File: src/hw/rtl/urs_pkg.sv
// ----------------------------------------------------------------------------
// urs_pkg
// Shared types, constants and register codes of the ultrasonic ranger
// sequencer.
// ----------------------------------------------------------------------------
package urs_pkg;

	localparam int NUM_SENSORS_DEF     = 2;
	localparam int ECHO_COUNT_BITS_DEF = 16;

	localparam int PIN_BITS     = 2;
	localparam int PIN_IDX_BITS = 1;
	localparam int DIST_BITS    = 14;
	localparam int TICK_BITS    = 17;
	localparam int TRIG_W_BITS  = 10;
	localparam int SPEED_BITS   = 9;

	localparam int DIV_PRESHIFT = 4;
	localparam int DIV_ODD      = 125;

	localparam int APB_ADDR_BITS = 5;
	localparam int APB_DATA_BITS = 32;
	localparam int REG_IDX_BITS  = 3;

	localparam int IN_TDATA_BITS  = 8;
	localparam int OUT_TDATA_BITS = 24;
	localparam int OUT_TUSER_BITS = 2;

	localparam logic [REG_IDX_BITS-1:0] REG_TRIGGER_WIDTH = 3'd0;
	localparam logic [REG_IDX_BITS-1:0] REG_ECHO_TIMEOUT  = 3'd1;
	localparam logic [REG_IDX_BITS-1:0] REG_ROUND_GAP     = 3'd2;
	localparam logic [REG_IDX_BITS-1:0] REG_MIN_DISTANCE  = 3'd3;
	localparam logic [REG_IDX_BITS-1:0] REG_MAX_DISTANCE  = 3'd4;
	localparam logic [REG_IDX_BITS-1:0] REG_SOUND_SPEED   = 3'd5;

	localparam logic [DIST_BITS-1:0] DIST_MAX = '1;

	typedef enum logic [1:0] {
		PH_TRIGGER = 2'd0,
		PH_WAIT    = 2'd1,
		PH_GAP     = 2'd2
	} phase_t;

	typedef struct packed {
		logic [TRIG_W_BITS-1:0] trigger_width_us;
		logic [TICK_BITS-1:0]   echo_timeout_us;
		logic [TICK_BITS-1:0]   round_gap_us;
		logic [DIST_BITS-1:0]   min_distance_mm;
		logic [DIST_BITS-1:0]   max_distance_mm;
		logic [SPEED_BITS-1:0]  sound_speed;
	} cfg_t;

	localparam cfg_t CFG_RESET = '{
		trigger_width_us: 10'd20,
		echo_timeout_us:  17'd70000,
		round_gap_us:     17'd60000,
		min_distance_mm:  14'd20,
		max_distance_mm:  14'd3910,
		sound_speed:      9'd340
	};

	typedef struct packed {
		logic [PIN_BITS-1:0] trigger_levels;
		logic                distance_valid;
		logic                measured_sensor;
		logic                timed_out;
	} meas_info_t;

	typedef struct packed {
		logic [PIN_BITS-1:0]  trigger_levels;
		logic                 distance_valid;
		logic                 measured_sensor;
		logic [DIST_BITS-1:0] range_mm;
		logic                 timed_out;
	} result_t;

endpackage

File: src/hw/rtl/urs_cfg_regs.sv
// ----------------------------------------------------------------------------
// urs_cfg_regs
// APB register file holding the timing, clamp and sound speed settings.
// ----------------------------------------------------------------------------
module urs_cfg_regs import urs_pkg::*; (
	input  logic                     clk,
	input  logic                     arst_n,
	input  logic                     psel,
	input  logic                     penable,
	input  logic                     pwrite,
	input  logic [APB_ADDR_BITS-1:0] paddr,
	input  logic [APB_DATA_BITS-1:0] pwdata,
	output logic [APB_DATA_BITS-1:0] prdata,
	output logic                     pready,
	output cfg_t                     cfg
);

	cfg_t                    cfg_q;
	logic                    wr_en;
	logic [REG_IDX_BITS-1:0] reg_idx;

	assign pready  = 1'b1;
	assign wr_en   = psel && penable && pwrite && pready;
	assign reg_idx = paddr[APB_ADDR_BITS-1:2];
	assign cfg     = cfg_q;

	always_ff @(posedge clk or negedge arst_n) begin
		if (!arst_n) begin
			cfg_q <= CFG_RESET;
		end else if (wr_en) begin
			unique case (reg_idx)
				REG_TRIGGER_WIDTH: cfg_q.trigger_width_us <= pwdata[TRIG_W_BITS-1:0];
				REG_ECHO_TIMEOUT:  cfg_q.echo_timeout_us  <= pwdata[TICK_BITS-1:0];
				REG_ROUND_GAP:     cfg_q.round_gap_us     <= pwdata[TICK_BITS-1:0];
				REG_MIN_DISTANCE:  cfg_q.min_distance_mm  <= pwdata[DIST_BITS-1:0];
				REG_MAX_DISTANCE:  cfg_q.max_distance_mm  <= pwdata[DIST_BITS-1:0];
				REG_SOUND_SPEED:   cfg_q.sound_speed      <= pwdata[SPEED_BITS-1:0];
				default: begin
				end
			endcase
		end
	end

	always_comb begin
		unique case (reg_idx)
			REG_TRIGGER_WIDTH: prdata = APB_DATA_BITS'(cfg_q.trigger_width_us);
			REG_ECHO_TIMEOUT:  prdata = APB_DATA_BITS'(cfg_q.echo_timeout_us);
			REG_ROUND_GAP:     prdata = APB_DATA_BITS'(cfg_q.round_gap_us);
			REG_MIN_DISTANCE:  prdata = APB_DATA_BITS'(cfg_q.min_distance_mm);
			REG_MAX_DISTANCE:  prdata = APB_DATA_BITS'(cfg_q.max_distance_mm);
			REG_SOUND_SPEED:   prdata = APB_DATA_BITS'(cfg_q.sound_speed);
			default:           prdata = '0;
		endcase
	end

endmodule

File: src/hw/rtl/urs_ctrl.sv
// ----------------------------------------------------------------------------
// urs_ctrl
// Input register, sensor sequencing state machine and echo counter; forms
// the raw echo product for the distance stage.
// ----------------------------------------------------------------------------
module urs_ctrl import urs_pkg::*; #(
	parameter int NUM_SENSORS     = NUM_SENSORS_DEF,
	parameter int ECHO_COUNT_BITS = ECHO_COUNT_BITS_DEF
) (
	input  logic                                  clk,
	input  logic                                  arst_n,
	input  cfg_t                                  cfg,
	input  logic                                  in_valid,
	output logic                                  in_ready,
	input  logic [PIN_BITS-1:0]                   echo_levels,
	output logic                                  out_valid,
	input  logic                                  out_ready,
	output meas_info_t                            out_info,
	output logic [ECHO_COUNT_BITS+SPEED_BITS-1:0] out_prod
);

	localparam int SENSOR_BITS = (NUM_SENSORS > 1) ? $clog2(NUM_SENSORS) : 1;
	localparam int PROD_BITS   = ECHO_COUNT_BITS + SPEED_BITS;
	localparam logic [ECHO_COUNT_BITS-1:0] ECHO_MAX = '1;

	logic                       valid_s1;
	logic [PIN_BITS-1:0]        echo_s1;
	logic                       valid_s2;
	meas_info_t                 info_s2;
	logic [PROD_BITS-1:0]       prod_s2;

	phase_t                     phase_q, phase_d;
	logic [SENSOR_BITS-1:0]     sensor_q, sensor_d;
	logic [TICK_BITS-1:0]       ticks_q, ticks_d;
	logic [ECHO_COUNT_BITS-1:0] echo_ticks_q, echo_ticks_d;
	logic                       echo_prev_q, echo_prev_d;
	logic                       started_q, started_d;

	logic                       ready_s2;
	logic                       fire_s1;
	logic                       echo_c;
	logic                       done_c;
	logic                       last_sensor;
	logic [PIN_BITS-1:0]        trig_c;
	logic [TICK_BITS-1:0]       ticks_inc;
	logic [TRIG_W_BITS-1:0]     width_eff;
	logic [TICK_BITS-1:0]       limit_eff;
	meas_info_t                 info_c;
	logic [PROD_BITS-1:0]       prod_c;

	assign ready_s2 = !valid_s2 || out_ready;
	assign in_ready = !valid_s1 || ready_s2;
	assign fire_s1  = valid_s1 && ready_s2;

	assign out_valid = valid_s2;
	assign out_info  = info_s2;
	assign out_prod  = prod_s2;

	assign echo_c      = (int'(sensor_q) < PIN_BITS) ? echo_s1[sensor_q[PIN_IDX_BITS-1:0]] : 1'b0;
	assign trig_c      = PIN_BITS'(1) << sensor_q;
	assign last_sensor = (sensor_q == SENSOR_BITS'(NUM_SENSORS - 1));
	assign ticks_inc   = ticks_q + TICK_BITS'(1);
	assign width_eff   = (cfg.trigger_width_us == '0) ? TRIG_W_BITS'(1) : cfg.trigger_width_us;
	assign limit_eff   = (cfg.echo_timeout_us == '0) ? TICK_BITS'(1) : cfg.echo_timeout_us;
	assign prod_c      = PROD_BITS'(echo_ticks_q) * PROD_BITS'(cfg.sound_speed);

	always_ff @(posedge clk or negedge arst_n) begin
		if (!arst_n) begin
			valid_s1 <= 1'b0;
			valid_s2 <= 1'b0;
		end else begin
			if (in_ready) begin
				valid_s1 <= in_valid;
			end
			if (ready_s2) begin
				valid_s2 <= valid_s1;
			end
		end
	end

	always_ff @(posedge clk) begin
		if (in_ready) begin
			echo_s1 <= echo_levels;
		end
		if (ready_s2) begin
			info_s2 <= info_c;
			prod_s2 <= prod_c;
		end
	end

	always_ff @(posedge clk or negedge arst_n) begin
		if (!arst_n) begin
			phase_q      <= PH_TRIGGER;
			sensor_q     <= '0;
			ticks_q      <= '0;
			echo_ticks_q <= '0;
			echo_prev_q  <= 1'b0;
			started_q    <= 1'b0;
		end else if (fire_s1) begin
			phase_q      <= phase_d;
			sensor_q     <= sensor_d;
			ticks_q      <= ticks_d;
			echo_ticks_q <= echo_ticks_d;
			echo_prev_q  <= echo_prev_d;
			started_q    <= started_d;
		end
	end

	always_comb begin
		phase_d      = phase_q;
		sensor_d     = sensor_q;
		ticks_d      = ticks_q;
		echo_ticks_d = echo_ticks_q;
		echo_prev_d  = echo_prev_q;
		started_d    = started_q;
		done_c       = 1'b0;
		info_c       = '0;
		unique case (phase_q)
			PH_TRIGGER: begin
				info_c.trigger_levels = trig_c;
				ticks_d = ticks_inc;
				if (ticks_inc >= TICK_BITS'(width_eff)) begin
					phase_d      = PH_WAIT;
					ticks_d      = '0;
					echo_ticks_d = '0;
					echo_prev_d  = 1'b0;
					started_d    = 1'b0;
				end
			end
			PH_WAIT: begin
				if (echo_c) begin
					if (!echo_prev_q) begin
						started_d    = 1'b1;
						echo_ticks_d = ECHO_COUNT_BITS'(1);
					end else if (echo_ticks_q != ECHO_MAX) begin
						echo_ticks_d = echo_ticks_q + ECHO_COUNT_BITS'(1);
					end
				end else if (echo_prev_q && started_q) begin
					info_c.distance_valid  = 1'b1;
					info_c.measured_sensor = sensor_q[0];
					done_c = 1'b1;
				end
				echo_prev_d = echo_c;
				if (!done_c) begin
					ticks_d = ticks_inc;
					if (ticks_inc >= limit_eff) begin
						info_c.distance_valid  = 1'b1;
						info_c.measured_sensor = sensor_q[0];
						info_c.timed_out       = 1'b1;
						done_c = 1'b1;
					end
				end
				if (done_c) begin
					ticks_d = '0;
					if (last_sensor) begin
						sensor_d = '0;
						phase_d  = (cfg.round_gap_us == '0) ? PH_TRIGGER : PH_GAP;
					end else begin
						sensor_d = sensor_q + SENSOR_BITS'(1);
						phase_d  = PH_TRIGGER;
					end
				end
			end
			PH_GAP: begin
				ticks_d = ticks_inc;
				if (ticks_inc >= cfg.round_gap_us) begin
					phase_d = PH_TRIGGER;
					ticks_d = '0;
				end
			end
			default: begin
				phase_d = PH_TRIGGER;
				ticks_d = '0;
			end
		endcase
	end

endmodule

File: src/hw/rtl/urs_dist.sv
// ----------------------------------------------------------------------------
// urs_dist
// Distance stage: divides the echo product by 2000 with a reciprocal
// multiply, clamps it and holds the result in the output register.
// ----------------------------------------------------------------------------
module urs_dist import urs_pkg::*; #(
	parameter int ECHO_COUNT_BITS = ECHO_COUNT_BITS_DEF
) (
	input  logic                                  clk,
	input  logic                                  arst_n,
	input  cfg_t                                  cfg,
	input  logic                                  in_valid,
	output logic                                  in_ready,
	input  meas_info_t                            in_info,
	input  logic [ECHO_COUNT_BITS+SPEED_BITS-1:0] in_prod,
	output logic                                  out_valid,
	input  logic                                  out_ready,
	output result_t                               out_result
);

	localparam int PROD_BITS  = ECHO_COUNT_BITS + SPEED_BITS;
	localparam int NUM_BITS   = PROD_BITS - DIV_PRESHIFT;
	localparam int RECIP_SHIFT = NUM_BITS + 7;
	localparam int MUL_BITS   = 2 * NUM_BITS + 1;
	localparam int QUOT_BITS  = MUL_BITS - RECIP_SHIFT;
	localparam int CMP_BITS   = (QUOT_BITS > DIST_BITS) ? QUOT_BITS : DIST_BITS;
	localparam longint unsigned RECIP_FULL =
		((64'd1 << RECIP_SHIFT) + 64'(DIV_ODD - 1)) / 64'(DIV_ODD);
	localparam logic [NUM_BITS:0] RECIP = RECIP_FULL[NUM_BITS:0];

	logic                 valid_s3;
	result_t              result_s3;
	logic [NUM_BITS-1:0]  scaled_c;
	logic [MUL_BITS-1:0]  mul_c;
	logic [QUOT_BITS-1:0] quot_c;
	logic [CMP_BITS-1:0]  quot_w;
	logic [DIST_BITS-1:0] clamped_c;
	result_t              result_c;

	assign in_ready   = !valid_s3 || out_ready;
	assign out_valid  = valid_s3;
	assign out_result = result_s3;

	assign scaled_c = in_prod[PROD_BITS-1:DIV_PRESHIFT];
	assign mul_c    = MUL_BITS'(scaled_c) * MUL_BITS'(RECIP);
	assign quot_c   = mul_c[MUL_BITS-1:RECIP_SHIFT];
	assign quot_w   = CMP_BITS'(quot_c);

	always_comb begin
		priority if (quot_w < CMP_BITS'(cfg.min_distance_mm)) begin
			clamped_c = cfg.min_distance_mm;
		end else if (quot_w > CMP_BITS'(DIST_MAX)) begin
			clamped_c = DIST_MAX;
		end else begin
			clamped_c = quot_w[DIST_BITS-1:0];
		end
	end

	always_comb begin
		result_c.trigger_levels  = in_info.trigger_levels;
		result_c.distance_valid  = in_info.distance_valid;
		result_c.measured_sensor = in_info.measured_sensor;
		result_c.timed_out       = in_info.timed_out;
		priority if (in_info.timed_out) begin
			result_c.range_mm = cfg.max_distance_mm;
		end else if (in_info.distance_valid) begin
			result_c.range_mm = clamped_c;
		end else begin
			result_c.range_mm = '0;
		end
	end

	always_ff @(posedge clk or negedge arst_n) begin
		if (!arst_n) begin
			valid_s3 <= 1'b0;
		end else if (in_ready) begin
			valid_s3 <= in_valid;
		end
	end

	always_ff @(posedge clk) begin
		if (in_ready) begin
			result_s3 <= result_c;
		end
	end

endmodule

File: src/hw/rtl/ultrasonic_ranger_sequencer.sv
// ----------------------------------------------------------------------------
// ultrasonic_ranger_sequencer
// Round-robin ultrasonic echo ranging sequencer.
//
// Each slave beat is one microsecond tick carrying the echo pin levels of
// all sensors; each master beat is the matching result: trigger pin drive,
// and on a completed measurement the sensor index, distance in mm and the
// timeout flag. Exactly one master beat leaves for every slave beat.
// Settings must be written over the APB port while the block is idle; it does not enforce this.
// A slave beat passes the input register, product register and output
// register on its way to master tvalid. Throughput is one beat per cycle
// while no stall holds the output; the sequencer state is updated from its
// registered value as each beat leaves the input register, and the divide
// by 2000 is a reciprocal multiply in the stage after the echo product.
// Reset loads the default settings, restarts at the trigger of sensor 0
// and empties the pipeline. When m_tready is low the output beat holds,
// the stages behind it fill, then s_tready drops; state advances only as
// beats move.
// ----------------------------------------------------------------------------
module ultrasonic_ranger_sequencer import urs_pkg::*; #(
	parameter int NUM_SENSORS     = NUM_SENSORS_DEF,
	parameter int ECHO_COUNT_BITS = ECHO_COUNT_BITS_DEF
) (
	input  logic                      clk,
	input  logic                      arst_n,
	input  logic                      psel,
	input  logic                      penable,
	input  logic                      pwrite,
	input  logic [APB_ADDR_BITS-1:0]  paddr,
	input  logic [APB_DATA_BITS-1:0]  pwdata,
	output logic [APB_DATA_BITS-1:0]  prdata,
	output logic                      pready,
	input  logic                      s_tvalid,
	output logic                      s_tready,
	// [1:0] echo_levels, [7:2] zero
	input  logic [IN_TDATA_BITS-1:0]  s_tdata,
	output logic                      m_tvalid,
	input  logic                      m_tready,
	// [1:0] trigger_levels, [2] measured_sensor, [16:3] range_mm, [23:17] zero
	output logic [OUT_TDATA_BITS-1:0] m_tdata,
	// [0] distance_valid, [1] timed_out
	output logic [OUT_TUSER_BITS-1:0] m_tuser
);

	localparam int PROD_BITS = ECHO_COUNT_BITS + SPEED_BITS;

	cfg_t                 cfg;
	logic                 valid_s2;
	logic                 ready_s2;
	meas_info_t           info_s2;
	logic [PROD_BITS-1:0] prod_s2;
	result_t              result;

	urs_cfg_regs u_cfg (
		.clk     (clk),
		.arst_n  (arst_n),
		.psel    (psel),
		.penable (penable),
		.pwrite  (pwrite),
		.paddr   (paddr),
		.pwdata  (pwdata),
		.prdata  (prdata),
		.pready  (pready),
		.cfg     (cfg)
	);

	urs_ctrl #(
		.NUM_SENSORS     (NUM_SENSORS),
		.ECHO_COUNT_BITS (ECHO_COUNT_BITS)
	) u_ctrl (
		.clk         (clk),
		.arst_n      (arst_n),
		.cfg         (cfg),
		.in_valid    (s_tvalid),
		.in_ready    (s_tready),
		.echo_levels (s_tdata[PIN_BITS-1:0]),
		.out_valid   (valid_s2),
		.out_ready   (ready_s2),
		.out_info    (info_s2),
		.out_prod    (prod_s2)
	);

	urs_dist #(
		.ECHO_COUNT_BITS (ECHO_COUNT_BITS)
	) u_dist (
		.clk        (clk),
		.arst_n     (arst_n),
		.cfg        (cfg),
		.in_valid   (valid_s2),
		.in_ready   (ready_s2),
		.in_info    (info_s2),
		.in_prod    (prod_s2),
		.out_valid  (m_tvalid),
		.out_ready  (m_tready),
		.out_result (result)
	);

	assign m_tdata = OUT_TDATA_BITS'({result.range_mm, result.measured_sensor,
		result.trigger_levels});
	assign m_tuser = {result.timed_out, result.distance_valid};

	a_meas_no_trigger: assert property (@(posedge clk) disable iff (!arst_n)
		valid_s2 && info_s2.distance_valid |-> info_s2.trigger_levels == '0)
		else $error("trigger driven on a measurement beat");

	a_timeout_is_meas: assert property (@(posedge clk) disable iff (!arst_n)
		valid_s2 && info_s2.timed_out |-> info_s2.distance_valid)
		else $error("timeout flagged without a completed measurement");

	a_one_trigger: assert property (@(posedge clk) disable iff (!arst_n)
		m_tvalid |-> $onehot0(m_tdata[PIN_BITS-1:0]))
		else $error("more than one trigger driven");

endmodule

File: config.mk
export PLATFORM = sky130hd
export DESIGN_NAME = ultrasonic_ranger_sequencer
export DESIGN_NICKNAME = d
export VERILOG_FILES = /design/src/hw/rtl/urs_pkg.sv /design/src/hw/rtl/urs_cfg_regs.sv /design/src/hw/rtl/urs_ctrl.sv /design/src/hw/rtl/urs_dist.sv /design/src/hw/rtl/ultrasonic_ranger_sequencer.sv
export SDC_FILE = /design/constraint.sdc
export NUM_CORES = 1
export LEC_CHECK = 0
export BUFFER_PORTS_ARGS = -buffer_cell sky130_fd_sc_hd__buf_2
export CAP_MARGIN = 20
export CORE_MARGIN = 2
export CORE_UTILIZATION = 44
export DETAILED_ROUTE_END_ITERATION = 12
export GPL_TIMING_DRIVEN = 1
export SLEW_MARGIN = 20
export SYNTH_ARGS = -nofsm -noshare
export SYNTH_HDL_FRONTEND = slang
export SYNTH_SLANG_ARGS = --single-unit
File: constraint.sdc
create_clock -name clk -period 8.6 [get_ports clk]
set_input_delay 0 -clock clk [delete_from_list [all_inputs] [get_ports clk]]
set_output_delay 0 -clock clk [all_outputs]
set_load 0.02 [all_outputs]
==> flow_metrics.env, run 1 <==
export IMPL_ios=113
export IMPL_postSynth_asyncResetShare_pct=72.2
export IMPL_synth_top_area_cell="fa_1"
export IMPL_power_density_mw_per_mm2=255
export IMPL_layout_drive_gt1_share_pct=10.2
export IMPL_cts_clk_slew_worst_paths_ns=0.07
export IMPL_stdcell_count=2696
export IMPL_nNetsFinal=2615
export IMPL_tritoncts="built"
export IMPL_via_count=14600
export IMPL_synth_simple_area_share_pct=13.1
export IMPL_die_x_um=214
export IMPL_rsz0062_at_grt="no"
export IMPL_status="completed"
export IMPL_cts_sinks=169
export IMPL_drtPass1Iterations=6
export IMPL_totalWireLength_mm=49.9
export IMPL_cap_viol_max_count=0
export IMPL_numCtsBuffers=17
export IMPL_first_iter_violations=926
export IMPL_maxSlewHeadroom_pct=32.1
export IMPL_dp_final_hpwl_mm=40.3
export IMPL_slew_viol_final=0
export IMPL_tns_ns=0
export IMPL_ys_top_cells_by_area="fa_1 20%, ha_1 18%, dfrtp_1 12%, edfxtp_1 7.3%, inv_1 6.6%"
export IMPL_fin_area_sq_mm=0.0211
export IMPL_design_core_area_sq_mm=0.0434
export IMPL_syn_area_sq_mm=0.0194
export IMPL_cpPeakStageDelay_ns=0.56
export IMPL_antenna_found_initial=0
export IMPL_crit_path_start_kind="register"
export IMPL_final_util_pct=48.6
export IMPL_ys_seq_elements=169
export IMPL_diodes=0
export IMPL_synth_compound_area_share_pct=11.2
export IMPL_period_minus_slack_ns=8.11
export IMPL_fmax_ghz=0.123
export IMPL_yosysMostFrequentCell="inv_1"
export IMPL_finalHoldViolCount=0
export IMPL_critPathMaxFanout=15
export IMPL_critPathKind="register to register"
export IMPL_synth_main_ff_cell="dfrtp_1"
export IMPL_synth_top_cells_by_count="342 x inv_1, 275 x ha_1, 238 x nand2_1"
export IMPL_dp_cells=2640
export IMPL_postCtsSetupBuffers=0
export IMPL_grt_overflow_total=0
export IMPL_min_delay_path_class="input pin to async pin"
export IMPL_initial_core_util_pct=44.8
export IMPL_power_leakage_nw=10.7
export IMPL_synth_edf_count=47
export IMPL_grt_pass1_vias=15000
export IMPL_yosys_area_share_xor_xnor_pct=2.56
export IMPL_place_area_sq_mm=0.0202
export IMPL_drc=0
export IMPL_syn_inst=2046
export IMPL_die_area_sq_mm=0.0458
export IMPL_synthDominantCellAreaShare_pct=19.6
export IMPL_yosysWarnings=0
export IMPL_arrival_ns=8.31
export IMPL_root_buffer="clkbuf_16"
export IMPL_setup_viol=0
export IMPL_cts_buffer_depth=2
export IMPL_synth_mux_area_share_pct=3.52
export IMPL_port_buffers=66
export IMPL_ys_types=82
export IMPL_tightestPinTransition_ns=1.01
export IMPL_path_common_cell="fa_1"
export IMPL_fin_skew_ns=0.0186
export IMPL_vdd_drop_max_v=0.000183
export IMPL_clock_latency_ns=0.45
export IMPL_synth_fa_ha_area_share_pct=37.3
export IMPL_synth_top_family_by_area="adder cells"
export IMPL_place_congestion=0.943
export IMPL_grt_total_usage_pct=22.3
export IMPL_end_kind="register"
export IMPL_area_growth_pct=8.58
export IMPL_required_ns=8.80
export IMPL_num_rows=76
export IMPL_synth_seq_area_share_pct=23.2
export IMPL_ant_nets=0
export IMPL_die_h_um=214
export IMPL_cpMaxStageDelayCell="edfxtp_1"
export IMPL_avgViaCountPerCell=5.42
export IMPL_syn_area_per_cell_sq_um=9.49
export IMPL_grt_pass1_wl_mm=81.4
export IMPL_htree_levels=4
export IMPL_post_route_period_util_pct=94.3
export IMPL_grt_max_degree=77
export IMPL_wl_per_cell_um=18.5
## metal layers
metal	global-route usage, %	up-vias	routed length, um
met3	2.78	56	2250
met4	6.34	0	1240
li1	-	6897	-
met2	36.6	357	23600
met1	31.2	7306	22800
met5	0	-	0
## timing repair
action / CTS / global route
gates resized for setup: 0 / 2
endpoints found under the setup margin: 0 / 11
hold endpoints to repair: 133 / 0
hold buffers: 23 / 0
## worst max-delay path: cells and delay by family (launching register included)
family / cells / cell delay [ns]
buffers and inverters: 4 / 0.19
AO/OA/AOI/OAI: 14 / 3.08
adder cells (fa/ha/maj): 9 / 3.64
flip-flops: 1 / 0.56
AND/OR/NAND/NOR: 2 / 0.41
## final timing paths
kind / depth (start not counted) / startpoint / to / slack (ns)
max in group asynchronous: 3 / arst_n / u_cfg.cfg[71] / 7.09
setup reg to reg: 29 / u_ctrl.out_prod[11] / u_dist.out_result[14] / 0.49
hold reg to reg: 0 / u_ctrl.out_info[4] / u_dist.out_result[18] / 0.42
hold / removal: 2 / arst_n / u_ctrl.ticks_q[11] / 0.10
min in group clk: 4 / pwrite / u_cfg.cfg[21] / 0.12
setup / recovery: 29 / u_ctrl.out_prod[11] / u_dist.out_result[14] / 0.49
## logic make-up (layout without fill, tap and decap cells)
logic type	after synthesis	count (layout)
AOI/OAI and AO/OA	336	336
and+or+nand+nor	522	522
adders and majority gates	465	465
muxes	59	59
buffers and inverters	437	481
other	2	23
xor gates and xnor gates	56	56
DFF	169	169
## flip-flops by register name (all words and copies together) (netlist names)
signal / count
u_dist.out_result: 19
u_ctrl.echo_prev_q: 1
u_ctrl.ticks_q: 17
u_ctrl.echo_s1: 2
u_ctrl.echo_ticks_q: 16
u_ctrl.valid_s1: 1
u_ctrl.started_q: 1
u_cfg.cfg: 81
u_ctrl.out_valid: 1
u_dist.out_valid: 1
u_ctrl.phase_q: 2
u_ctrl.out_prod: 21
u_ctrl.out_info: 5
u_ctrl.last_sensor: 1
## metrics by stage
stage               power [mW]  hold WS, ns  setup WS, ns
global placement          4.47       0.0517         0.446
floorplan                 3.61       -0.296         0.970
finish                    5.38        0.104         0.488
global route              5.95        0.130       0.00173
CTS                       5.41        0.112         0.366
detailed placement        4.54       0.0541         0.368
## report_power, final
part	total (mW)	internal, mW	switching (mW)
Clock	0.819	0.461	0.358
Combinational	3.29	1.32	1.97
Sequential	1.27	1.02	0.255
Total	5.38	2.80	2.58
## layout by cell type (no fill, tap or decap), types with 27 or more instances in the layout
cell / synthesis / layout
edfxtp_1: 47 / 47
and2_1: 53 / 53
inv_1: 342 / 342
dfrtp_1: 94 / 94
mux2_2: 38 / 38
buf_2: 6 / 65
dfstp_2: 28 / 28
nand3_1: 27 / 27
a21oi_1: 62 / 62
o21ai_0: 94 / 94
ha_1: 275 / 275
fa_1: 190 / 190
nor2_1: 66 / 65
nand2_1: 238 / 238
xnor2_1: 38 / 38
## final cells by class
class / count / area (sq um)
repair buffers: 107 / 698
fillers: 4092 / 22300
clock inverters: 13 / 151
inverters: 342 / 1280
multi-input cells: 1461 / 13300
flip-flops and latches: 169 / 4500
clock buffers: 19 / 464
well taps: 585 / 732
Power figures use the tool's default switching activity.
==> run 2: changes to the inputs <==
==> constraint.sdc (replaced) <==
create_clock -name clk -period 8.8 [get_ports clk]
set_input_delay 0 -clock clk [delete_from_list [all_inputs] [get_ports clk]]
set_output_delay 0 -clock clk [all_outputs]
set_load 0.02 [all_outputs]
==> run 2 against run 1 <==
  * Wire length hardly changed
  * Utilization is essentially flat
  * Critical path type unchanged
  * Cell area about the same
  * Critical path depth is the same
==> flow_metrics.env, run 2 (synthesis gave the netlist of run 1 again) <==
export IMPL_grt_max_degree=77
export IMPL_dp_final_hpwl_mm=40.3
export IMPL_antenna_found_initial=0
export IMPL_r2r_slack_ns=0.33
export IMPL_end_kind="register"
export IMPL_root_buffer="clkbuf_16"
export IMPL_num_rows=76
export IMPL_tightestPinTransition_ns=1.01
export IMPL_cap_viol_max_count=0
export IMPL_avgViaCountPerCell=5.41
export IMPL_die_x_um=214
export IMPL_layout_commonest_cell="inv_1"
export IMPL_port_buffers=66
export IMPL_tritoncts="built"
export IMPL_initial_core_util_pct=44.8
export IMPL_finalHoldViolCount=0
export IMPL_grt_total_usage_pct=22.3
export IMPL_totalWireLength_mm=49.9
export IMPL_cpPeakStageDelay_ns=0.56
export IMPL_status="completed"
export IMPL_whs_ns=0.0848
export IMPL_first_iter_violations=874
export IMPL_arrival_ns=8.66
export IMPL_setup_slack_ns=0.329
export IMPL_ant_nets=0
export IMPL_cts_clk_slew_worst_paths_ns=0.07
export IMPL_place_congestion=0.934
export IMPL_fin_skew_ns=0.0195
export IMPL_grt_overflow_total=0
export IMPL_diodes=0
export IMPL_via_count=14600
export IMPL_p_total_mw=5.24
export IMPL_vdd_drop_max_v=0.000193
export IMPL_die_h_um=214
export IMPL_nNetsFinal=2612
export IMPL_cpMaxStageDelayCell="fa_1"
export IMPL_tns_ns=0
export IMPL_numCtsBuffers=17
export IMPL_fmax_ghz=0.118
export IMPL_rsz0062_at_grt="no"
export IMPL_pre_cts_slack_ns=0.250
export IMPL_mostFrequentLayoutCells="342 x inv_1, 275 x ha_1, 238 x nand2_1"
export IMPL_slew_viol_final=0
export IMPL_ios=113
export IMPL_cts_buffer_depth=2
export IMPL_fin_area_sq_mm=0.0211
export IMPL_area_growth_pct=8.52
export IMPL_critPathMaxFanout=15
export IMPL_grt_pass1_wl_mm=80.3
export IMPL_required_ns=8.99
export IMPL_htree_levels=4
export IMPL_critPathKind="register to register"
export IMPL_design_core_area_sq_mm=0.0434
export IMPL_layout_drive_gt1_share_pct=10.1
export IMPL_largest_reg_flops=81
export IMPL_place_area_sq_mm=0.0202
export IMPL_drtPass1Iterations=5
export IMPL_crit_path_start_kind="register"
export IMPL_die_area_sq_mm=0.0458
export IMPL_stdcell_count=2693
export IMPL_power_density_mw_per_mm2=249
export IMPL_final_util_pct=48.6
export IMPL_power_leakage_nw=10.7
export IMPL_cts_sinks=169
export IMPL_maxSlewHeadroom_pct=32.9
export IMPL_period_minus_slack_ns=8.47
export IMPL_wl_per_cell_um=18.5
export IMPL_path_common_cell="fa_1"
export IMPL_clock_latency_ns=0.46
export IMPL_drc=0
export IMPL_min_delay_path_class="input pin to async pin"
export IMPL_grt_pass1_vias=15000
export IMPL_post_route_period_util_pct=96.3
export IMPL_dp_cells=2636
export IMPL_setup_viol=0
## run 2: report_power, final
group | total (mW) | leakage (nW) | switching [mW] | internal, mW
combinational | 3.20 | 8.39 | 1.93 | 1.27
clock | 0.796 | 0.298 | 0.357 | 0.439
sequential | 1.25 | 1.97 | 0.249 | 0.997
## run 2: repair_timing
item,CTS,global route
buffers inserted,0,2
endpoints found under the hold margin,133,0
endpoints found under the setup margin,0,7
hold buffers,23,0
gates resized for setup,0,2
## run 2: layout make-up
cell class,count,area (sq um)
clock buffers,18,439
clock inverters,14,173
fillers,4140,22300
inverters,342,1280
multi-input cells,1461,13300
flip-flops and latches,169,4500
well taps,585,732
repair buffers,104,676
## run 2: path summary, 6_finish.rpt
path	startpoint	endpoint	depth (start not counted)
worst max-delay path	u_ctrl.out_prod[10]	u_dist.out_result[1]	29
worst min-delay path	arst_n	u_ctrl.ticks_q[13]	2
worst max register to register	u_ctrl.out_prod[10]	u_dist.out_result[1]	29
worst min register to register	u_ctrl.out_info[4]	u_dist.out_result[18]	0
max in group asynchronous	arst_n	u_cfg.cfg[34]	3
min in group clk	pwrite	u_cfg.cfg[22]	4
## run 2: routing by layer
| layer | wire [um] | part of all wire, % | GRT usage [%] | vias up |
|---|---|---|---|---|
| met5 | 0 | 0 | 0 | - |
| met4 | 1340 | 2.7 | 6.92 | 0 |
| met3 | 2390 | 4.8 | 2.81 | 73 |
| met2 | 23500 | 47 | 36.4 | 360 |
| met1 | 22700 | 45 | 30.9 | 7231 |
| li1 | - | - | - | 6892 |
## run 2: critical path, delay by kind of cell, from the launching register on
family          cells  cell delay, ns
compound gates     11            2.96
xor+xnor            1            0.20
flops               1            0.55
simple gates        4            0.52
fa+ha+maj           9            3.77
buf+inv             4            0.20
